--- src/rtl/cordic_rotate_vector_defines.svh ---
`ifndef CORDIC_ROTATE_VECTOR_DEFINES_SVH
`define CORDIC_ROTATE_VECTOR_DEFINES_SVH

// same-cycle implication, sampled on clk_i, off while rst_ni is low
`define CRV_ASSERT_NOW(lbl, ante, cons, msg) \
  lbl: assert property (@(posedge clk_i) disable iff (!rst_ni) (ante) |-> (cons)) \
    else $error(msg);

// next-cycle implication
`define CRV_ASSERT_NEXT(lbl, ante, cons, msg) \
  lbl: assert property (@(posedge clk_i) disable iff (!rst_ni) (ante) |=> (cons)) \
    else $error(msg);

`endif

--- src/rtl/crv_pkg.sv ---
package crv_pkg;

  localparam int ITERATIONS  = 12;
  localparam int TABLE_LEN   = 14;
  localparam int IDXW        = $clog2(TABLE_LEN);
  localparam int XW          = 17;
  localparam int ZW          = 16;
  localparam int GW          = 15;
  localparam int PW          = XW + GW;
  localparam int HALF_PI_311 = 3216;
  localparam int GAIN_COMP   = 9949;

  typedef enum logic [1:0] {
    DIR_NONE,
    DIR_POS,
    DIR_NEG
  } dir_e;

  typedef struct packed {
    logic                 vec;
    dir_e                 dir;
    logic signed [XW-1:0] x;
    logic signed [XW-1:0] y;
    logic signed [ZW-1:0] z;
  } crv_data_t;

  // arctangent of 2^-i in Q2.12
  function automatic logic [11:0] atan_f(logic [IDXW-1:0] i);
    logic [11:0] r;
    unique case (i)
      IDXW'(0):  r = 12'hC90;
      IDXW'(1):  r = 12'h76B;
      IDXW'(2):  r = 12'h3EB;
      IDXW'(3):  r = 12'h1FD;
      IDXW'(4):  r = 12'h0FF;
      IDXW'(5):  r = 12'h07F;
      IDXW'(6):  r = 12'h03F;
      IDXW'(7):  r = 12'h01F;
      IDXW'(8):  r = 12'h00F;
      IDXW'(9):  r = 12'h007;
      IDXW'(10): r = 12'h003;
      IDXW'(11): r = 12'h001;
      default:   r = 12'h000;
    endcase
    return r;
  endfunction

endpackage

--- src/rtl/crv_fold.sv ---
module crv_fold import crv_pkg::*; (
  input  logic              clk_i,
  input  logic              rst_ni,
  input  logic              valid_i,
  output logic              ready_o,
  input  logic              req_type_i,
  input  logic signed [11:0] magnitude_or_x_i,
  input  logic signed [11:0] angle_or_y_i,
  output logic              valid_o,
  input  logic              ready_i,
  output crv_data_t         data_o
);

  localparam logic signed [ZW-1:0] HalfPiZ = ZW'(HALF_PI_311);

  logic      valid_q;
  crv_data_t data_q, data_d;
  logic signed [XW-1:0] ax, bx;
  logic signed [ZW-1:0] zr;

  always_comb begin
    ax = XW'(magnitude_or_x_i) <<< 2;
    bx = XW'(angle_or_y_i) <<< 2;
    zr = ZW'(angle_or_y_i) <<< 2;
    data_d.vec = req_type_i;
    data_d.dir = DIR_NONE;
    data_d.x   = ax;
    data_d.y   = '0;
    data_d.z   = '0;
    if (!req_type_i) begin
      if (zr >= HalfPiZ) begin
        zr = zr - HalfPiZ;
        data_d.dir = DIR_POS;
      end else if (zr <= -HalfPiZ) begin
        zr = zr + HalfPiZ;
        data_d.dir = DIR_NEG;
      end
      data_d.z = zr <<< 1;
    end else begin
      data_d.y = bx;
      // left half plane: quarter turn into the right half
      if (ax <= 0) begin
        if (bx <= 0) begin
          data_d.x   = -bx;
          data_d.y   = ax;
          data_d.dir = DIR_POS;
        end else begin
          data_d.x   = bx;
          data_d.y   = -ax;
          data_d.dir = DIR_NEG;
        end
      end
    end
  end

  assign ready_o = !valid_q || ready_i;
  assign valid_o = valid_q;
  assign data_o  = data_q;

  always_ff @(posedge clk_i or negedge rst_ni) begin
    if (!rst_ni) begin
      valid_q <= 1'b0;
    end else if (ready_o) begin
      valid_q <= valid_i;
    end
  end

  always_ff @(posedge clk_i) begin
    if (ready_o && valid_i) begin
      data_q <= data_d;
    end
  end

endmodule

--- src/rtl/crv_cell.sv ---
module crv_cell import crv_pkg::*; (
  input  logic            clk_i,
  input  logic            rst_ni,
  input  logic [IDXW-1:0] idx_i,
  input  logic            valid_i,
  output logic            ready_o,
  input  crv_data_t       data_i,
  output logic            valid_o,
  input  logic            ready_i,
  output crv_data_t       data_o
);

  logic      valid_q;
  crv_data_t data_q, data_d;
  logic      pos;
  logic signed [XW-1:0] dx, dy;
  logic signed [ZW-1:0] ang;

  always_comb begin
    pos    = data_i.vec ? (data_i.y < 0) : (data_i.z >= 0);
    dx     = data_i.y >>> idx_i;
    dy     = data_i.x >>> idx_i;
    ang    = $signed(ZW'(atan_f(idx_i)));
    data_d = data_i;
    if (pos) begin
      data_d.x = data_i.x - dx;
      data_d.y = data_i.y + dy;
      data_d.z = data_i.z - ang;
    end else begin
      data_d.x = data_i.x + dx;
      data_d.y = data_i.y - dy;
      data_d.z = data_i.z + ang;
    end
  end

  assign ready_o = !valid_q || ready_i;
  assign valid_o = valid_q;
  assign data_o  = data_q;

  always_ff @(posedge clk_i or negedge rst_ni) begin
    if (!rst_ni) begin
      valid_q <= 1'b0;
    end else if (ready_o) begin
      valid_q <= valid_i;
    end
  end

  always_ff @(posedge clk_i) begin
    if (ready_o && valid_i) begin
      data_q <= data_d;
    end
  end

endmodule

--- src/rtl/crv_gain.sv ---
module crv_gain import crv_pkg::*; (
  input  logic              clk_i,
  input  logic              rst_ni,
  input  logic              valid_i,
  output logic              ready_o,
  input  crv_data_t         data_i,
  output logic              out_valid_o,
  input  logic              out_stall_i,
  output logic signed [12:0] x_or_magnitude_o,
  output logic signed [11:0] y_or_angle_o
);

  localparam int SW = PW - 14 + 1;
  localparam logic signed [GW-1:0] GainS  = GW'(GAIN_COMP);
  localparam logic signed [SW-1:0] HalfPiS = SW'(HALF_PI_311);

  function automatic logic signed [12:0] sat13(logic signed [SW-1:0] v);
    logic signed [12:0] r;
    if (v > SW'(4095)) r = 13'sd4095;
    else if (v < -SW'(4096)) r = -13'sd4096;
    else r = v[12:0];
    return r;
  endfunction

  function automatic logic signed [11:0] sat12(logic signed [SW-1:0] v);
    logic signed [11:0] r;
    if (v > SW'(2047)) r = 12'sd2047;
    else if (v < -SW'(2048)) r = -12'sd2048;
    else r = v[11:0];
    return r;
  endfunction

  // multiply stage
  logic                 mv_q;
  logic                 vec_q;
  dir_e                 dir_q;
  logic signed [PW-1:0] px_q, py_q, px_d, py_d;
  logic signed [ZW-1:0] z_q;
  // output stage
  logic                 ov_q;
  logic signed [12:0]   o0_q, o0_d;
  logic signed [11:0]   o1_q, o1_d;
  logic                 rdy2;
  logic signed [SW-1:0] xs, ys, xr, yr, zh, zt;

  assign px_d = data_i.x * GainS;
  assign py_d = data_i.y * GainS;

  always_comb begin
    xs = SW'(px_q >>> 14);
    ys = SW'(py_q >>> 14);
    zh = SW'(z_q) >>> 1;
    xr = xs;
    yr = ys;
    zt = zh;
    case (dir_q)
      DIR_POS: begin
        xr = -ys;
        yr = xs;
        zt = zh - HalfPiS;
      end
      DIR_NEG: begin
        xr = ys;
        yr = -xs;
        zt = zh + HalfPiS;
      end
      default: ;
    endcase
    if (vec_q) begin
      o0_d = sat13(xs >>> 2);
      o1_d = sat12(zt >>> 2);
    end else begin
      o0_d = sat13(xr >>> 2);
      o1_d = sat12(yr >>> 2);
    end
  end

  assign rdy2    = !ov_q || !out_stall_i;
  assign ready_o = !mv_q || rdy2;

  always_ff @(posedge clk_i or negedge rst_ni) begin
    if (!rst_ni) begin
      mv_q <= 1'b0;
      ov_q <= 1'b0;
    end else begin
      if (ready_o) begin
        mv_q <= valid_i;
      end
      if (rdy2) begin
        ov_q <= mv_q;
      end
    end
  end

  always_ff @(posedge clk_i) begin
    if (ready_o && valid_i) begin
      px_q  <= px_d;
      py_q  <= py_d;
      z_q   <= data_i.z;
      vec_q <= data_i.vec;
      dir_q <= data_i.dir;
    end
    if (rdy2 && mv_q) begin
      o0_q <= o0_d;
      o1_q <= o1_d;
    end
  end

  assign out_valid_o      = ov_q;
  assign x_or_magnitude_o = o0_q;
  assign y_or_angle_o     = o1_q;

endmodule

--- src/rtl/cordic_rotate_vector.sv ---
// circular cordic, rotation (polar to rect) and vectoring (rect to polar)
// input channel: in_valid_i / in_stall_o carrying req_type_i,
//   magnitude_or_x_i and angle_or_y_i; an item is taken when valid is high
//   and stall is low
// output channel: out_valid_o / out_stall_i carrying x_or_magnitude_o and
//   y_or_angle_o, one result item for every input item, in order
// the item passes a fold stage, one cell per micro-rotation (12 cells) and
//   a two-stage gain and output section, each stage registered, before it
//   reaches out_valid_o
// throughput is one item per clock when the output is not stalled; every stage
//   holds its own valid bit so bubbles close up and new items enter while a result waits at the output
// a stalled output holds its item; stages behind it keep filling until the
//   chain is full, then in_stall_o rises
// reset clears every valid bit, so the pipeline comes up empty and ready
`include "cordic_rotate_vector_defines.svh"
module cordic_rotate_vector import crv_pkg::*; (
  input  logic              clk_i,
  input  logic              rst_ni,
  input  logic              in_valid_i,
  output logic              in_stall_o,
  input  logic              req_type_i,
  input  logic signed [11:0] magnitude_or_x_i,
  input  logic signed [11:0] angle_or_y_i,
  output logic              out_valid_o,
  input  logic              out_stall_i,
  output logic signed [12:0] x_or_magnitude_o,
  output logic signed [11:0] y_or_angle_o
);

  logic      vld   [ITERATIONS+1];
  logic      rdy   [ITERATIONS+2];
  crv_data_t dat   [ITERATIONS+1];

  crv_fold u_fold (
    .clk_i           (clk_i),
    .rst_ni          (rst_ni),
    .valid_i         (in_valid_i),
    .ready_o         (rdy[0]),
    .req_type_i      (req_type_i),
    .magnitude_or_x_i(magnitude_or_x_i),
    .angle_or_y_i    (angle_or_y_i),
    .valid_o         (vld[0]),
    .ready_i         (rdy[1]),
    .data_o          (dat[0])
  );

  for (genvar k = 0; k < ITERATIONS; k++) begin : g_cell
    crv_cell u_cell (
      .clk_i  (clk_i),
      .rst_ni (rst_ni),
      .idx_i  (IDXW'(k)),
      .valid_i(vld[k]),
      .ready_o(rdy[k+1]),
      .data_i (dat[k]),
      .valid_o(vld[k+1]),
      .ready_i(rdy[k+2]),
      .data_o (dat[k+1])
    );
  end

  crv_gain u_gain (
    .clk_i           (clk_i),
    .rst_ni          (rst_ni),
    .valid_i         (vld[ITERATIONS]),
    .ready_o         (rdy[ITERATIONS+1]),
    .data_i          (dat[ITERATIONS]),
    .out_valid_o     (out_valid_o),
    .out_stall_i     (out_stall_i),
    .x_or_magnitude_o(x_or_magnitude_o),
    .y_or_angle_o    (y_or_angle_o)
  );

  assign in_stall_o = !rdy[0];

  `CRV_ASSERT_NEXT(a_accept_lands, in_valid_i && !in_stall_o, vld[0],
    "accepted item did not reach the fold stage")
  `CRV_ASSERT_NOW(a_free_output_free_input, !out_stall_i, !in_stall_o,
    "input stalled although the output is free")
  `CRV_ASSERT_NEXT(a_last_cell_holds, vld[ITERATIONS] && !rdy[ITERATIONS+1],
    vld[ITERATIONS], "last cell dropped an item while the gain stage was full")

endmodule

--- config.mk ---
export PLATFORM = sky130hd
export DESIGN_NAME = cordic_rotate_vector
export DESIGN_NICKNAME = d
export VERILOG_FILES = /design/src/rtl/crv_pkg.sv /design/src/rtl/crv_fold.sv /design/src/rtl/crv_cell.sv /design/src/rtl/crv_gain.sv /design/src/rtl/cordic_rotate_vector.sv
export VERILOG_INCLUDE_DIRS = /design/src /design/src/rtl
export SDC_FILE = /design/constraint.sdc
export NUM_CORES = 2
export LEC_CHECK = 0
export ABC_AREA = 1
export BUFFER_PORTS_ARGS = -buffer_cell sky130_fd_sc_hd__buf_2
export CAP_MARGIN = 40
export CORE_AREA = 2 2 340 342
export DETAILED_ROUTE_END_ITERATION = 10
export DIE_AREA = 0 0 342 344
export GPL_TIMING_DRIVEN = 0
export HOLD_SLACK_MARGIN = 0.02
export PLACE_DENSITY_LB_ADDON = 0.1
export SLEW_MARGIN = 10
export SYNTH_ARGS = -nofsm -noshare
export SYNTH_HDL_FRONTEND = slang
export SYNTH_SLANG_ARGS = --single-unit
--- constraint.sdc ---
create_clock -name clk_i -period 5.45 [get_ports clk_i]
set_clock_uncertainty 0.15 [all_clocks]
set_input_delay 0.2725 -clock clk_i [delete_from_list [all_inputs] [get_ports clk_i]]
set_output_delay 0.2725 -clock clk_i [all_outputs]
set_load 0.01 [all_outputs]
==> summary.txt <==
STA
  – Finish-stage setup viols: 0
  – Final Cycle Share: ~99%
  – Max Slew Vio Count: 0
  – RSZ-0062 raised after global routing: yes
  – Tmin final: approximately 5.4 ns
  – Relative slew slack: 39.0%
  – Peak Freq: around 190 MHz
  – Final Hold Viols: 0
  – Actual slew at the worst max-slew pin: approximately 0.91 ns

Global routing
  – First-pass GRT wire length: approximately 270 mm
  – Pin count of the biggest net entering global routing: 44
  – All-Layer GR Usage: around 28%
  – Antenna violations before repair: 1
  – Vias in the first global route: approximately 53,000
  – Congestion Overflow GR: 0

Floorplanning
  – Io pins: 56
  – Die height: approximately 340 um
  – FP Rows: ~120
  – Die area: around 120,000 um2
  – Initial Util: between 50% and 60%
  – Core area: roughly 110,000 um2
  – Die width: around 340 um

Worst hold path
  – Hold Startpoint: angle_or_y_i[3]
  – WHS Path Cells: 5
  – Hold Crit Class: in2reg

Cells and area
  – Area added between synthesis and finish: 11.6%
  – # nets final: between 9,000 and 10,000
  – Share of post-route cells with drive strength above 1: between 8 and 9%
  – Fin area: ~76,000 um2

Worst setup path
  – FF-to-FF path depth: 19
  – Setup CP Type: reg2reg
  – Worst Path Required: 5.69 ns
  – R2R Path Start: g_cell[11].u_cell.data_o[30]
  – WP data arrival: 5.64 ns
  – Critical path origin: g_cell[11].u_cell.data_o[30]
  – Crit end category: flop
  – Crit-path max FO: 4
  – Crit path launch type: flop

Logic synthesis
  – Syn_nets: 8,891
  – Cell taking the most area after synthesis: edfxtp_1
  – Largest family of logic cells by synthesized area: adder cells
  – Leading post-synthesis cells by cell area: edfxtp_1 32%, ha_1 16%, xor2_1 7.3%, fa_1 7.0%, nand2_1 6.8%
  – Adder-Cell Fraction of Synth Area: between 20% and 30%
  – Cell variety after synth: between 60 and 70
  – Simple-gate portion of the synthesized area: 14.1%
  – Count leader, synth: nand2_1
  – Post-synthesis compound-gate area fraction: 13.1%
  – Post-synthesis mux area share: less than 1%
  – Ys Warns: 0
  – Avg Synthesized Cell Area: 8.74 um2
  – Seq cells post-synth: 750
  – Async S/R FF share, synth: approximately 2.0%
  – Post-Synth XOR/XNOR Area: around a tenth
  – Post-Synthesis Cells: between 7,000 and 8,000
  – Synth Flop Type: edfxtp_1
  – Top-area cell type share of the netlist area: between 30% and 40%
  – Commonest cells post-synth: 1,238 x nand2_1, 1,203 x inv_1, 846 x ha_1, 735 x edfxtp_1, 718 x a21oi_1
  – Post-synth EDFFs: about 740
  – Syn Std Cell Area: 67,900 um2
  – Sequential area share after synthesis: approximately a third

Status
  – Status: finished clean

Clocking
  – Root buffer cell: clkbuf_16
  – Clk_lat worst skew: about 0.68 ns
  – CTS H-tree lvls: 3
  – CTS tree: done
  – Maximum clock path buffer count: 3
  – Inserted Clock Buffers: just under 90
  – Clock sinks: between 700 and 800
  – Worst-path clk slew: roughly 0.060 ns

Routing
  – Post-detailed-route via-to-cell ratio: 5.58
  – Initial DRC count: 3,565
  – Vias: between 50,000 and 60,000
  – Drt drc: 0
  – Routed WL: around 170 mm
  – Routed len/inst: between 15 and 20 um
  – Initial DRT Pass Iterations: 6
  – Post-DRT Antenna Nets: 0

Job
  – Max_cap viols: 0

Placed design
  – Area after DPL: about 71,000 um2
  – Post-DP HPWL: between 100 and 150 mm
  – Port bufs: 53
  – Placer's final routability congestion estimate: 0.943
[per-stage QoR]
step                      hold WS, ns   TNS [ns]  setup WS (ns)  std cells  util (%)
after floorplan                -0.173          0         0.0875       7777         -
after global placement         0.0596      -8.35         -0.603       9342      61.6
after detailed placement       0.0677      -6.36         -0.489       9368      62.0
after CTS                      0.0613  -0.000902      -0.000902       9612      65.6
after global routing            0.121     -0.590        -0.0607       9659      66.6
final                           0.117          0         0.0504       9660      66.6
[layout by cell type, fill, tap and decap left out, types with 29 or more instances in the layout]
cell | Yosys | routed
nand2_1 | 1238 | 1218
inv_1 | 1203 | 1169
ha_1 | 846 | 794
edfxtp_1 | 735 | 735
a21oi_1 | 718 | 685
xor2_1 | 565 | 563
nor2_1 | 532 | 511
o21ai_0 | 437 | 422
fa_1 | 239 | 229
nand3_1 | 231 | 227
xnor2_1 | 205 | 203
nor3_1 | 114 | 109
o21ai_1 | 98 | 106
clkbuf_16 | 0 | 90
buf_4 | 3 | 83
buf_2 | 24 | 77
nand4_1 | 59 | 59
clkbuf_1 | 38 | 54
o31ai_1 | 48 | 48
a31oi_1 | 50 | 48
inv_2 | 13 | 47
ha_4 | 0 | 43
o21a_1 | 36 | 36
nand2_2 | 20 | 34
dlygate4sd3_1 | 0 | 34
o21ai_2 | 24 | 31
a21boi_0 | 31 | 31
a21oi_2 | 3 | 30
a21boi_1 | 30 | 30
a21o_1 | 29 | 29
[worst max-delay path, cell delays in order (launching register included)]
cell and delay [ns]:
edfxtp_1 0.46, buf_6 0.17, ha_4 0.25, inv_1 0.05
fa_1 0.53, inv_1 0.06, fa_1 0.51, fa_1 0.45
fa_1 0.55, inv_1 0.07, fa_1 0.53, inv_1 0.06
ha_4 0.29, buf_4 0.11, nand2_1 0.07, nor2_1 0.23
nand2_1 0.12, nand3b_1 0.18, o211ai_1 0.15, xor2_1 0.14
[sequential cells by signal (all words and copies together) (netlist names)]
register and count:
g_cell.u_cell.data_o 612, u_fold.data_o 46, u_gain.px_q 18, u_gain.py_q 18
u_gain.x_or_magnitude_o 13, u_gain.z_q 13, g_cell.u_cell.valid_o 12, u_gain.y_or_angle_o 12
u_gain.dir_q 2, u_fold.valid_o 1, u_gain.mv_q 1, u_gain.out_valid_o 1
u_gain.vec_q 1
[cells by family after synthesis]
family / count (synthesis)
AND/OR/NAND/NOR: 2282
buffers and inverters: 1290
AO/OA/AOI/OAI: 1599
multiplexers: 1
flip-flops: 750
XOR/XNOR: 770
adder cells (fa/ha/maj): 1085
[area by class of cell]
type	count	area (um2)
sequential	750	22400
fill	9429	38100
clock buffer	107	2310
multi-input combinational	5737	41700
tap	1512	1890
timing repair buffer	213	1920
clock inverter	49	623
antenna	2	5.00
inverter	1218	4570
buffer	72	327
[path summary, 6_finish.rpt]
| kind | slack [ns] | endpoint |
|---|---|---|
| setup / recovery | 0.05 | u_gain.py_q[25] |
| hold / removal | 0.12 | u_fold.data_o[21] |
| setup reg to reg | 0.05 | u_gain.py_q[25] |
| hold reg to reg | 0.27 | g_cell[5].u_cell.data_o[51] |
| max in group asynchronous | 4.06 | g_cell[2].u_cell.valid_o |
| min in group asynchronous | 0.61 | g_cell[0].u_cell.valid_o |
[timing repair]
| item | in CTS | in global routing |
|---|---|---|
| hold buffers | 34 | 0 |
| gates cloned | 0 | 1 |
| resized for setup | 60 | 183 |
| hold endpoints to repair | 91 | 0 |
| pin swaps | 18 | 120 |
| buffers inserted | 54 | 44 |
| setup endpoints to repair | 28 | 29 |
[per-layer routing]
| metal | track usage [%] | wire length, um | up-vias |
|---|---|---|---|
| li1 | - | - | 26800 |
| met1 | 35.7 | 71200 | 25400 |
| met2 | 50.7 | 83300 | 1340 |
| met3 | 3.01 | 7570 | 288 |
| met4 | 8.91 | 5290 | 0 |
| met5 | 0 | 0 | - |
Power is not shown: default switching activity piles up to over one toggle a cycle in this logic, so the estimate is an artifact.
